### src/rtl/fmpd_pkg.sv
// ----------------------------------------------------------------------------
// fmpd_pkg: shared types and constants
// Sequencer states, divider status and register indexes of the FM stereo
// pilot doubler.
// ----------------------------------------------------------------------------
package fmpd_pkg;

    // Register indexes of the configuration port
    localparam int CFG_INDEX_W = 1;
    localparam logic [CFG_INDEX_W-1:0] REG_SIN_STEP = 1'b0;
    localparam logic [CFG_INDEX_W-1:0] REG_COS_STEP = 1'b1;

    // Fraction bits of x and y never exceed this cap
    localparam int XY_FRAC_CAP = 22;

    typedef enum logic [3:0] {
        ST_IDLE,
        ST_MUL_X,
        ST_MUL_Y,
        ST_MUL_XX,
        ST_MUL_YY,
        ST_MUL_XY,
        ST_NUM,
        ST_CHECK,
        ST_DIV,
        ST_SAT,
        ST_MUL_OUT,
        ST_OUT
    } state_t;

    typedef struct packed {
        logic busy;
        logic done;
    } div_status_t;

endpackage

### src/rtl/fm_stereo_pilot_doubler_core.sv
// ----------------------------------------------------------------------------
// fm_stereo_pilot_doubler_core: pilot-doubling stereo difference demodulator
// Forms the 38 kHz carrier from the 19 kHz pilot with a shared multiplier and
// a restoring divider, and mixes the subchannel sample down with it.
// ----------------------------------------------------------------------------
// Write sin_step (index 0) and cos_step (index 1) on the cfg_ port while the
// block is idle. Each s_ transaction carries one MPX sample (pilot in the low
// half of s_tdata, subchannel above it) and yields one difference sample on m_.
// The sequence runs seven multiplier and setup steps, a divide step in which
// the divider forms SAMPLE_WIDTH-1 quotient bits, one a cycle, and three
// steps of saturation and output mixing. A new sample is taken only once the
// previous one has left the sequencer. A zero denominator or a full-scale
// quotient skips the divider.
// s_tready is high only while the sequencer is idle. The result waits in an
// output register, so the next sample is taken meanwhile; if m_tready stays
// low the sequencer holds the following result until the register frees up.
// Reset clears the previous pilot sample, sets sin_step to 0 and cos_step to
// full scale, and empties the output register.
// ----------------------------------------------------------------------------
module fm_stereo_pilot_doubler_core
    import fmpd_pkg::*;
#(
    parameter int SAMPLE_WIDTH = 16
) (
    input  logic                                      clk,
    input  logic                                      rst_n,
    // configuration
    input  logic                                      cfg_we,
    input  logic [CFG_INDEX_W-1:0]                    cfg_index,
    input  logic [SAMPLE_WIDTH-1:0]                   cfg_data,
    // input samples
    input  logic                                      s_tvalid,
    output logic                                      s_tready,
    // s_tdata: pilot, subchannel
    input  logic [((2*SAMPLE_WIDTH+7)/8)*8-1:0]       s_tdata,
    // output samples
    output logic                                      m_tvalid,
    input  logic                                      m_tready,
    // m_tdata: difference_sample
    output logic [((SAMPLE_WIDTH+7)/8)*8-1:0]         m_tdata
);

    localparam int W        = SAMPLE_WIDTH;
    localparam int FRAC     = W - 1;
    localparam int XY_FRAC  = (2 * FRAC < XY_FRAC_CAP) ? 2 * FRAC : XY_FRAC_CAP;
    localparam int XY_SHIFT = 2 * FRAC - XY_FRAC;
    localparam int XW       = XY_FRAC + 2;
    localparam int YW       = XY_FRAC + 3;
    localparam int MW       = (W > YW) ? W : YW;
    localparam int PW       = 2 * MW;
    localparam int DW       = 2 * XY_FRAC + 3;
    localparam int OUT_TW   = ((W + 7) / 8) * 8;

    localparam logic signed [W-1:0] SMAX = {1'b0, {FRAC{1'b1}}};
    localparam logic signed [W-1:0] SMIN = {1'b1, {FRAC{1'b0}}};

    state_t state_reg;
    state_t state_next;

    logic signed [W-1:0]  sin_reg;
    logic signed [W-1:0]  cos_reg;
    logic signed [W-1:0]  prev_reg;
    logic signed [W-1:0]  p_reg;
    logic signed [W-1:0]  s_reg;
    logic signed [XW-1:0] x_reg;
    logic signed [YW-1:0] y_reg;
    logic [DW-1:0]        den_reg;
    logic [DW-1:0]        num_reg;
    logic                 neg_reg;
    logic [FRAC:0]        mag_reg;
    logic signed [W-1:0]  d_reg;
    logic signed [W-1:0]  out_data_reg;
    logic                 out_valid_reg;

    logic                 mul_en;
    logic signed [MW-1:0] mul_a;
    logic signed [MW-1:0] mul_b;
    logic signed [PW-1:0] prod;

    logic                 div_start;
    logic [FRAC-1:0]      quotient;
    div_status_t          div_stat;

    logic                 in_take;
    logic                 out_free;
    logic signed [PW-1:0] prod_xy;
    logic signed [PW-1:0] q_wide;
    logic signed [PW-1:0] q_term;
    logic signed [PW-1:0] y_full;
    logic signed [PW-1:0] prod_abs;
    logic signed [W:0]    d_full;
    logic signed [PW-1:0] prod_out;

    fmpd_mul #(
        .MW(MW)
    ) u_mul (
        .clk (clk),
        .en  (mul_en),
        .a   (mul_a),
        .b   (mul_b),
        .prod(prod)
    );

    fmpd_div #(
        .DW    (DW),
        .Q_BITS(FRAC)
    ) u_div (
        .clk     (clk),
        .rst_n   (rst_n),
        .start   (div_start),
        .num     (num_reg),
        .den     (den_reg),
        .quotient(quotient),
        .status  (div_stat)
    );

    assign in_take  = s_tvalid && s_tready;
    assign out_free = !out_valid_reg || m_tready;

    // Datapath helpers
    assign prod_xy  = prod >>> XY_SHIFT;
    assign q_wide   = PW'(prev_reg);
    assign q_term   = (q_wide <<< FRAC) >>> XY_SHIFT;
    assign y_full   = prod_xy - q_term;
    assign prod_abs = prod[PW-1] ? -prod : prod;
    assign d_full   = neg_reg ? -$signed({1'b0, mag_reg}) : $signed({1'b0, mag_reg});
    assign prod_out = prod >>> FRAC;

    // Next state
    always_comb
    begin
        state_next = state_reg;
        case (state_reg)
            ST_IDLE:
            begin
                if (s_tvalid)
                begin
                    state_next = ST_MUL_X;
                end
            end
            ST_MUL_X:   state_next = ST_MUL_Y;
            ST_MUL_Y:   state_next = ST_MUL_XX;
            ST_MUL_XX:  state_next = ST_MUL_YY;
            ST_MUL_YY:  state_next = ST_MUL_XY;
            ST_MUL_XY:  state_next = ST_NUM;
            ST_NUM:     state_next = ST_CHECK;
            ST_CHECK:
            begin
                if (den_reg == '0 || num_reg >= den_reg)
                begin
                    state_next = ST_SAT;
                end
                else
                begin
                    state_next = ST_DIV;
                end
            end
            ST_DIV:
            begin
                if (div_stat.done)
                begin
                    state_next = ST_SAT;
                end
            end
            ST_SAT:     state_next = ST_MUL_OUT;
            ST_MUL_OUT: state_next = ST_OUT;
            ST_OUT:
            begin
                if (out_free)
                begin
                    state_next = ST_IDLE;
                end
            end
            default:    state_next = ST_IDLE;
        endcase
    end

    // Sequencer outputs: multiplier operands, divider start and s_tready
    always_comb
    begin
        mul_en    = 1'b0;
        mul_a     = MW'(p_reg);
        mul_b     = MW'(sin_reg);
        div_start = 1'b0;
        s_tready  = 1'b0;
        case (state_reg)
            ST_IDLE:
            begin
                s_tready = 1'b1;
            end
            ST_MUL_X:
            begin
                mul_en = 1'b1;
            end
            ST_MUL_Y:
            begin
                mul_en = 1'b1;
                mul_b  = MW'(cos_reg);
            end
            ST_MUL_XX:
            begin
                mul_en = 1'b1;
                mul_a  = MW'(x_reg);
                mul_b  = MW'(x_reg);
            end
            ST_MUL_YY:
            begin
                mul_en = 1'b1;
                mul_a  = MW'(y_reg);
                mul_b  = MW'(y_reg);
            end
            ST_MUL_XY:
            begin
                mul_en = 1'b1;
                mul_a  = MW'(x_reg);
                mul_b  = MW'(y_reg);
            end
            ST_CHECK:
            begin
                div_start = (den_reg != '0) && (num_reg < den_reg);
            end
            ST_MUL_OUT:
            begin
                mul_en = 1'b1;
                mul_a  = MW'(s_reg);
                mul_b  = MW'(d_reg);
            end
            default:
            begin
                mul_en = 1'b0;
            end
        endcase
    end

    // Control registers and configuration
    always_ff @(posedge clk or negedge rst_n)
    begin
        if (!rst_n)
        begin
            state_reg     <= ST_IDLE;
            out_valid_reg <= 1'b0;
            sin_reg       <= '0;
            cos_reg       <= SMAX;
            prev_reg      <= '0;
        end
        else
        begin
            state_reg <= state_next;
            if (cfg_we)
            begin
                case (cfg_index)
                    REG_SIN_STEP: sin_reg <= cfg_data;
                    REG_COS_STEP: cos_reg <= cfg_data;
                    default:      sin_reg <= sin_reg;
                endcase
            end
            // q is consumed when y is captured; advance it there
            if (state_reg == ST_MUL_XX)
            begin
                prev_reg <= p_reg;
            end
            if (state_reg == ST_OUT && out_free)
            begin
                out_valid_reg <= 1'b1;
            end
            else if (m_tready)
            begin
                out_valid_reg <= 1'b0;
            end
        end
    end

    // Payload registers
    always_ff @(posedge clk)
    begin
        if (in_take)
        begin
            p_reg <= s_tdata[W-1:0];
            s_reg <= s_tdata[2*W-1:W];
        end
        case (state_reg)
            ST_MUL_Y:
            begin
                x_reg <= prod_xy[XW-1:0];
            end
            ST_MUL_XX:
            begin
                y_reg <= y_full[YW-1:0];
            end
            ST_MUL_YY:
            begin
                den_reg <= prod[DW-1:0];
            end
            ST_MUL_XY:
            begin
                den_reg <= den_reg + prod[DW-1:0];
            end
            ST_NUM:
            begin
                num_reg <= {prod_abs[DW-2:0], 1'b0};
                neg_reg <= prod[PW-1];
            end
            ST_CHECK:
            begin
                if (den_reg == '0)
                begin
                    mag_reg <= '0;
                end
                else
                begin
                    mag_reg <= {1'b1, {FRAC{1'b0}}};
                end
            end
            ST_DIV:
            begin
                mag_reg <= {1'b0, quotient};
            end
            ST_SAT:
            begin
                if (d_full > $signed((W + 1)'(SMAX)))
                begin
                    d_reg <= SMAX;
                end
                else
                begin
                    d_reg <= d_full[W-1:0];
                end
            end
            ST_OUT:
            begin
                if (out_free)
                begin
                    if (prod_out > PW'(SMAX))
                    begin
                        out_data_reg <= SMAX;
                    end
                    else if (prod_out < PW'(SMIN))
                    begin
                        out_data_reg <= SMIN;
                    end
                    else
                    begin
                        out_data_reg <= prod_out[W-1:0];
                    end
                end
            end
            default:
            begin
                neg_reg <= neg_reg;
            end
        endcase
    end

    assign m_tvalid = out_valid_reg;
    assign m_tdata  = OUT_TW'($unsigned(out_data_reg));

`ifndef SYNTHESIS
    a_div_only_in_div: assert property (@(posedge clk) disable iff (!rst_n)
        div_stat.busy |-> state_reg == ST_DIV)
        else $error("divider busy outside the divide step");

    a_accept_starts: assert property (@(posedge clk) disable iff (!rst_n)
        in_take |=> (state_reg == ST_MUL_X) && !s_tready)
        else $error("accepted transaction did not start the sequence");

    a_zero_den: assert property (@(posedge clk) disable iff (!rst_n)
        (state_reg == ST_CHECK && den_reg == '0) |=> mag_reg == '0 && state_reg == ST_SAT)
        else $error("zero denominator did not force a zero carrier");

    a_out_load: assert property (@(posedge clk) disable iff (!rst_n)
        (state_reg == ST_OUT && out_free) |=> m_tvalid && state_reg == ST_IDLE)
        else $error("finished result not presented");
`endif

endmodule

### src/rtl/fmpd_mul.sv
// ----------------------------------------------------------------------------
// fmpd_mul: shared signed multiplier
// One signed multiply per enabled cycle, product registered.
// ----------------------------------------------------------------------------
module fmpd_mul #(
    parameter int MW = 25
) (
    input  logic                   clk,
    input  logic                   en,
    input  logic signed [MW-1:0]   a,
    input  logic signed [MW-1:0]   b,
    output logic signed [2*MW-1:0] prod
);

    logic signed [2*MW-1:0] prod_reg;

    always_ff @(posedge clk)
    begin
        if (en)
        begin
            prod_reg <= a * b;
        end
    end

    assign prod = prod_reg;

endmodule

### src/rtl/fmpd_div.sv
// ----------------------------------------------------------------------------
// fmpd_div: restoring divider
// Computes floor(num * 2^Q_BITS / den) for num < den, one quotient bit a
// cycle.
// ----------------------------------------------------------------------------
module fmpd_div
    import fmpd_pkg::*;
#(
    parameter int DW     = 47,
    parameter int Q_BITS = 15
) (
    input  logic              clk,
    input  logic              rst_n,
    input  logic              start,
    input  logic [DW-1:0]     num,
    input  logic [DW-1:0]     den,
    output logic [Q_BITS-1:0] quotient,
    output div_status_t       status
);

    localparam int CW = $clog2(Q_BITS + 1);

    logic [CW-1:0]     count_reg;
    logic [CW-1:0]     count_next;
    logic              done_reg;
    logic              done_next;
    logic [DW:0]       rem_reg;
    logic [DW:0]       rem_next;
    logic [Q_BITS-1:0] quo_reg;
    logic [Q_BITS-1:0] quo_next;
    logic [DW:0]       rem_shift;
    logic              fits;

    assign rem_shift = {rem_reg[DW-1:0], 1'b0};
    assign fits      = rem_shift >= {1'b0, den};

    always_comb
    begin
        count_next = count_reg;
        rem_next   = rem_reg;
        quo_next   = quo_reg;
        done_next  = 1'b0;
        if (start)
        begin
            count_next = CW'(Q_BITS);
            rem_next   = {1'b0, num};
            quo_next   = '0;
        end
        else if (count_reg != '0)
        begin
            rem_next   = fits ? (rem_shift - {1'b0, den}) : rem_shift;
            quo_next   = {quo_reg[Q_BITS-2:0], fits};
            count_next = count_reg - CW'(1);
            done_next  = (count_reg == CW'(1));
        end
    end

    always_ff @(posedge clk or negedge rst_n)
    begin
        if (!rst_n)
        begin
            count_reg <= '0;
            done_reg  <= 1'b0;
        end
        else
        begin
            count_reg <= count_next;
            done_reg  <= done_next;
        end
    end

    always_ff @(posedge clk)
    begin
        rem_reg <= rem_next;
        quo_reg <= quo_next;
    end

    assign quotient    = quo_reg;
    assign status.busy = (count_reg != '0);
    assign status.done = done_reg;

endmodule
### config.mk
export PLATFORM = sky130hd
export DESIGN_NAME = fm_stereo_pilot_doubler_core
export DESIGN_NICKNAME = d
export VERILOG_FILES = /design/src/rtl/fmpd_pkg.sv /design/src/rtl/fm_stereo_pilot_doubler_core.sv /design/src/rtl/fmpd_mul.sv /design/src/rtl/fmpd_div.sv
export SDC_FILE = /design/constraint.sdc
export NUM_CORES = 2
export LEC_CHECK = 0
export BUFFER_PORTS_ARGS = -buffer_cell sky130_fd_sc_hd__buf_2
export CORE_ASPECT_RATIO = 0.75
export CORE_MARGIN = 1.5
export CORE_UTILIZATION = 43
export CTS_CLUSTER_SIZE = 28
export DETAILED_ROUTE_END_ITERATION = 12
export GPL_ROUTABILITY_DRIVEN = 0
export PLACE_DENSITY = 0.56
export SETUP_SLACK_MARGIN = 0.2
export SYNTH_ARGS = -nofsm -noshare
export SYNTH_HDL_FRONTEND = slang
export SYNTH_SLANG_ARGS = --single-unit
export TNS_END_PERCENT = 5
### constraint.sdc
create_clock -name clk -period 15.99 [get_ports clk]
set_input_delay 3.198 -clock clk [delete_from_list [all_inputs] [get_ports clk]]
set_output_delay 3.198 -clock clk [all_outputs]
set_load 0.05 [all_outputs]
; ---- Yosys cells after proc, flatten, opt, wreduce, memory -nomap -nowiden
; Cells that the tools add are included.
[op_classes]
add_sub_neg = 6
multipliers = 1
n_div = 0
n_lt_le_gt_ge = 6
eq_ne = 15
shift = 0
n_mux = 25
n_bitwise = 1
n_reduce_logical = 21
[ops]
columns = op, count
row1 = $mux W47, 3
row2 = $pmux W25 S4, 1
row3 = $pmux W47 S2, 1
row4 = $pmux W25 S3, 1
row5 = $mul A25 B25 Y50, 1
row6 = $ge A48 B47 Y1, 1
row7 = $pmux W4 S12, 1
row8 = $add A47 B47 Y47, 1
row9 = $ge A47 B47 Y1, 1
row10 = $logic_not A47 Y1, 1
row11 = $lt A47 B47 Y1, 1
row12 = $reduce_bool A47 Y1, 1
row13 = $sub A47 B47 Y47, 1
row14 = $mux W46, 1
row15 = $neg A46 Y46, 1
row16 = $gt A35 B16 Y1 const B, 1
row17 = $lt A35 B16 Y1 const B, 1
row18 = $mux W16, 2
row19 = $pmux W16 S2, 1
row20 = $sub A25 B23 Y25, 1
row21 = $mux W4, 5
row22 = $gt A17 B16 Y1 const B, 1
row23 = $mux W17, 1
row24 = $neg A16 Y17, 1
row25 = 19 further kinds, 44
[word_totals]
register_bits = 393
latchBits = 0
mem_bits_rw = 0
rom_bits = 0
input_bits = 54
output_inout_bits = 18
memories = 0

; ---- Longest topological paths before layout
[depth]
ltp_word = 4
mapped_depth = 36

; ---- Hierarchy
; Synthesis repeated with hierarchy kept, for this count alone.
[unflattened]
hier_cells = 4865
hier_area_um2 = 47578.1
[by_module_without_submodules]
columns = module, n_inst, cells_each, area_each_um2, seq_area_each_um2
row1 = fmpd_mul, 1, 2587, 24728.7, 1501.4
row2 = fm_stereo_pilot_doubler_core, 1, 1583, 16623.4, 8041.5
row3 = fmpd_div, 1, 695, 6226.0, 1836.8

; ---- Worst setup path after synthesis
; No wires, ideal clock.
[synth_timing]
path_type = register -> register
from = reg state_reg[3]
to = reg u_mul.prod_reg[48] (netlist: u_mul.prod[48]), data pin
setup_ns = 0.259
arrival_time_ns = 9.663
required_time_ns = 15.731
setup_slack_ns = 6.069
stages_incl_launch_ff = 32
path_buffers = 4
period_less_slack_ns = 9.921
cell_sequence = dfrtp_1 nand2b_1 nor2_1 buf_2 buf_1 a22oi_1 nand3_1 o21ai_1 clkbuf_1 nor2_1 fa_1 fa_1 fa_1 inv_1 fa_1 inv_1 fa_1 inv_1 fa_1 inv_1 ha_1 clkbuf_1 a21o_1 a21o_1 a21oi_1 o21bai_1 a21o_1 a221o_1 a32oi_1 a221oi_1 a311o_1 xor2_1
[synth_via]
elab_chain_len = 4
word_cells_on_any_way = 10
[synth_lines]
columns = item, line
row1 = start: declaration, fm_stereo_pilot_doubler_core.sv:57  ; state_t state_reg;
row2 = start signal: assignment, fm_stereo_pilot_doubler_core.sv:248  ; state_reg <= state_next;
row3 = $eq A4 B3 Y1 or $eq A4 B2 Y1 (tied branches), fm_stereo_pilot_doubler_core.sv:186  ; case (state_reg)
row4 = $reduce_or A2 Y1 (no source line), n/a
row5 = $pmux W25 S4 or $pmux W25 S3 (tied branches), fm_stereo_pilot_doubler_core.sv:186
row6 = $mul A25 B25 Y50 (*), fmpd_mul.sv:21  ; prod_reg <= a * b;
row7 = end signal: assignment, fmpd_mul.sv:21
row8 = end: declaration, fmpd_mul.sv:15  ; logic signed [2*MW-1:0] prod_reg;
; Every way passes the cells marked *; elsewhere a longest branch is shown, timed or not.
; A chain may end at the register's enable or synchronous reset.

; ---- Worst setup path in the final report
[layout_timing]
from = reg state_reg[3]
to = reg u_mul.prod_reg[49] (netlist: u_mul.prod[49]), data pin
; Same word-level chain as after synthesis.

==> impl_metrics.env <==
export IMPL_synth_edf_count=320
export IMPL_fp_row_count=104
export IMPL_grt_pass1_wl_um=220000
export IMPL_setup_viol=0
export IMPL_grt_overflow=0
export IMPL_crit_type="reg2reg"
export IMPL_slew_viol_final=0
export IMPL_core_area_mm2=0.107
export IMPL_io_buffers=71
export IMPL_dieWidth_um=382
export IMPL_die_area_mm2=0.110
export IMPL_finish_net_count=5915
export IMPL_yosysWarnings=0
export IMPL_tns_ns=0
export IMPL_fillers=10300
export IMPL_synthTopCellsByArea="fa_1 (29%), edfxtp_1 (21%), ha_1 (8.1%)"
export IMPL_synth_main_ff_cell="edfxtp_1"
export IMPL_grtUsageTotal_pct=26.5
export IMPL_clkLatencyLatePin_ns=0.62
export IMPL_firstDrtPassIters=5
export IMPL_crit_top_cell="fa_1"
export IMPL_syn2layout_area_growth_pct=8.27
export IMPL_antenna_found_initial=8
export IMPL_drt_drc_violations_left=0
export IMPL_drt_wl_total_um=144000
export IMPL_post_dp_hpwl_um=113000
export IMPL_fin_crit_ns=11.88
export IMPL_status="finished, final reports clean"
export IMPL_ctsHoldBuffers=0
export IMPL_relSlewSlack_pct=15.0
export IMPL_maxClockFrequency_ghz=0.0842
export IMPL_first_iter_violations=3465
export IMPL_layout_drive_gt1_share_pct=7.31
export IMPL_numCtsBuffers=48
export IMPL_ys_types=94
export IMPL_critPathRequiredTime_ns=16.45
export IMPL_worstHoldPathType="reg2reg"
export IMPL_finalHoldViolations=0
export IMPL_tightest_slew_ns=1.27
export IMPL_die_y_um=287
export IMPL_initial_utilization_pct=43.3
export IMPL_avgSynthCellArea_um2=9.42
export IMPL_yosys_cell_count_top_type="inv_1"
export IMPL_skew_ns=0.0364
export IMPL_cts_resized=0
export IMPL_synth_area_mm2=0.0463
export IMPL_instances_no_fill=6372
export IMPL_worstPathMaxFanout=46
export IMPL_synth_fp_nets=5936
export IMPL_cts_setup_buffers=0
export IMPL_arrival_ns=12.34
export IMPL_start_kind="flip-flop"
export IMPL_ys_seq_area_share_pct=24.6
export IMPL_tritoncts="built"
export IMPL_ctsRootBufferMaster="clkbuf_16"
export IMPL_largest_reg_flops=50
export IMPL_placed_cells=6279
export IMPL_wl_per_cell_um=22.6
export IMPL_cts_sinks=393
export IMPL_cpPeakStageDelay_ns=1.11
export IMPL_place_worst_setup_slack_ns=4.36
export IMPL_vias=35600
export IMPL_first_global_vias=35300
export IMPL_io_pins=72
export IMPL_endpoint_kind="flip-flop"
export IMPL_rsz0062_at_grt="false"
export IMPL_clkTransAtPathRegs_ns=0.06
export IMPL_yosysTopAreaCell="fa_1"
export IMPL_maxCapViolations=0
export IMPL_cts_buffer_depth=3
export IMPL_vias_per_cell=5.59
export IMPL_synthCells=4920
export IMPL_final_antenna_net_count=0
export IMPL_yosysTopAreaCellShare_pct=28.6
export IMPL_htree_levels=2
export IMPL_netlist_top_cells_count="inv_1 (780), fa_1 (661), nand2_1 (610), nor2_1 (512), edfxtp_1 (320)"
export IMPL_setup_slack_ns=4.11
export IMPL_grt_max_degree=97
export IMPL_slowest_stage="a2111oi_1"
export IMPL_post_route_period_util_pct=74.3
export IMPL_synth_seq_cells=393
export IMPL_synth_async_reset_ratio_pct=14.8
## critical path, delay by kind of cell (launching register included)
family          cells  cell delay (ns)
buf+inv             7             1.95
flops               1             0.51
fa+ha+maj           8             3.86
simple gates        8             2.51
compound gates      9             2.76
## area by class of cell
type / count / area, µm² / area share, %
Timing Repair Buffer: 144 / 906 / 1.81
Antenna cell: 3 / 7.51 / 0.0150
Inverter: 781 / 2930 / 5.84
Clock inverter: 27 / 389 / 0.776
Sequential cell: 393 / 11400 / 22.7
Clock buffer: 62 / 1440 / 2.88
Multi-Input combinational cell: 3531 / 31300 / 62.4
Tap cell: 1431 / 1790 / 3.57
## worst paths after layout
path | startpoint | slack (ns) | cells past startpoint | to
max | state_reg[3] | 4.11 | 32 | u_mul.prod[49]
min | u_div.quotient[14] | 0.46 | 2 | u_div.quotient[14]
max reg2reg | state_reg[3] | 4.11 | 32 | u_mul.prod[49]
min reg2reg | u_div.quotient[14] | 0.46 | 2 | u_div.quotient[14]
max in group asynchronous | rst_n | 12.66 | 1 | sin_reg[2]
min in group asynchronous | rst_n | 2.71 | 1 | sin_reg[14]
## cells in the final DEF, fill, tap and decap left out, drive strengths merged, types with 13 or more instances in the layout
cell    netlist  final
edfxtp      320    320
dfstp        15     15
inv         780    786
nor3         43     43
nor2        512    512
nor4         26     26
a21o         99     99
nand4        50     50
a211oi       13     13
o21bai       31     31
a22oi        38     38
o21ai       190    190
nand3        59     59
buf          42    143
mux2         36     36
dfrtp        43     43
or2          18     18
o21a         39     39
a31oi        46     46
xnor2       157    157
clkbuf      173     63
nand2       610    610
o31ai        27     27
a221o        15     15
or3          21     21
nand2b       42     42
and3         28     28
ha          301    301
a21oi       217    217
fa          661    661
and2         36     36
dfxtp        15     15
xor2         47     47
nor2b        24     24
a222oi       15     15
## through the flow
step	area (µm²)	util (%)	hold WS, ns
final	50200	46.8	0.459
after global routing	50200	46.8	0.473
after CTS	50100	46.8	0.460
after detailed placement	48300	45.1	0.452
after global placement	48300	45.1	0.443
after floorplan	46300	-	0.427
## per-layer routing
layer,vias to the layer above,global-route usage (%),share of wire (%)
met5,-,0,0.039
met4,4,6.82,2.7
met3,234,6.64,9.5
met2,1354,38.1,42
met1,18000,39.5,46
li1,16000,-,-
## cells by family (layout without fill, tap and decap cells)
logic type      after synthesis  after routing  synth area share [%]
fa+ha+maj                   962            962                  36.7
buf+inv                     996           1014                  8.20
other cells                   0              3                     0
xor+xnor                    204            204                  3.86
compound gates              825            825                  11.6
flops                       393            393                  24.6
mux                          42             42                  1.00
simple gates               1498           1498                  14.1
Power is not shown: default switching activity piles up to over one toggle a cycle in this logic, so the estimate is an artifact.
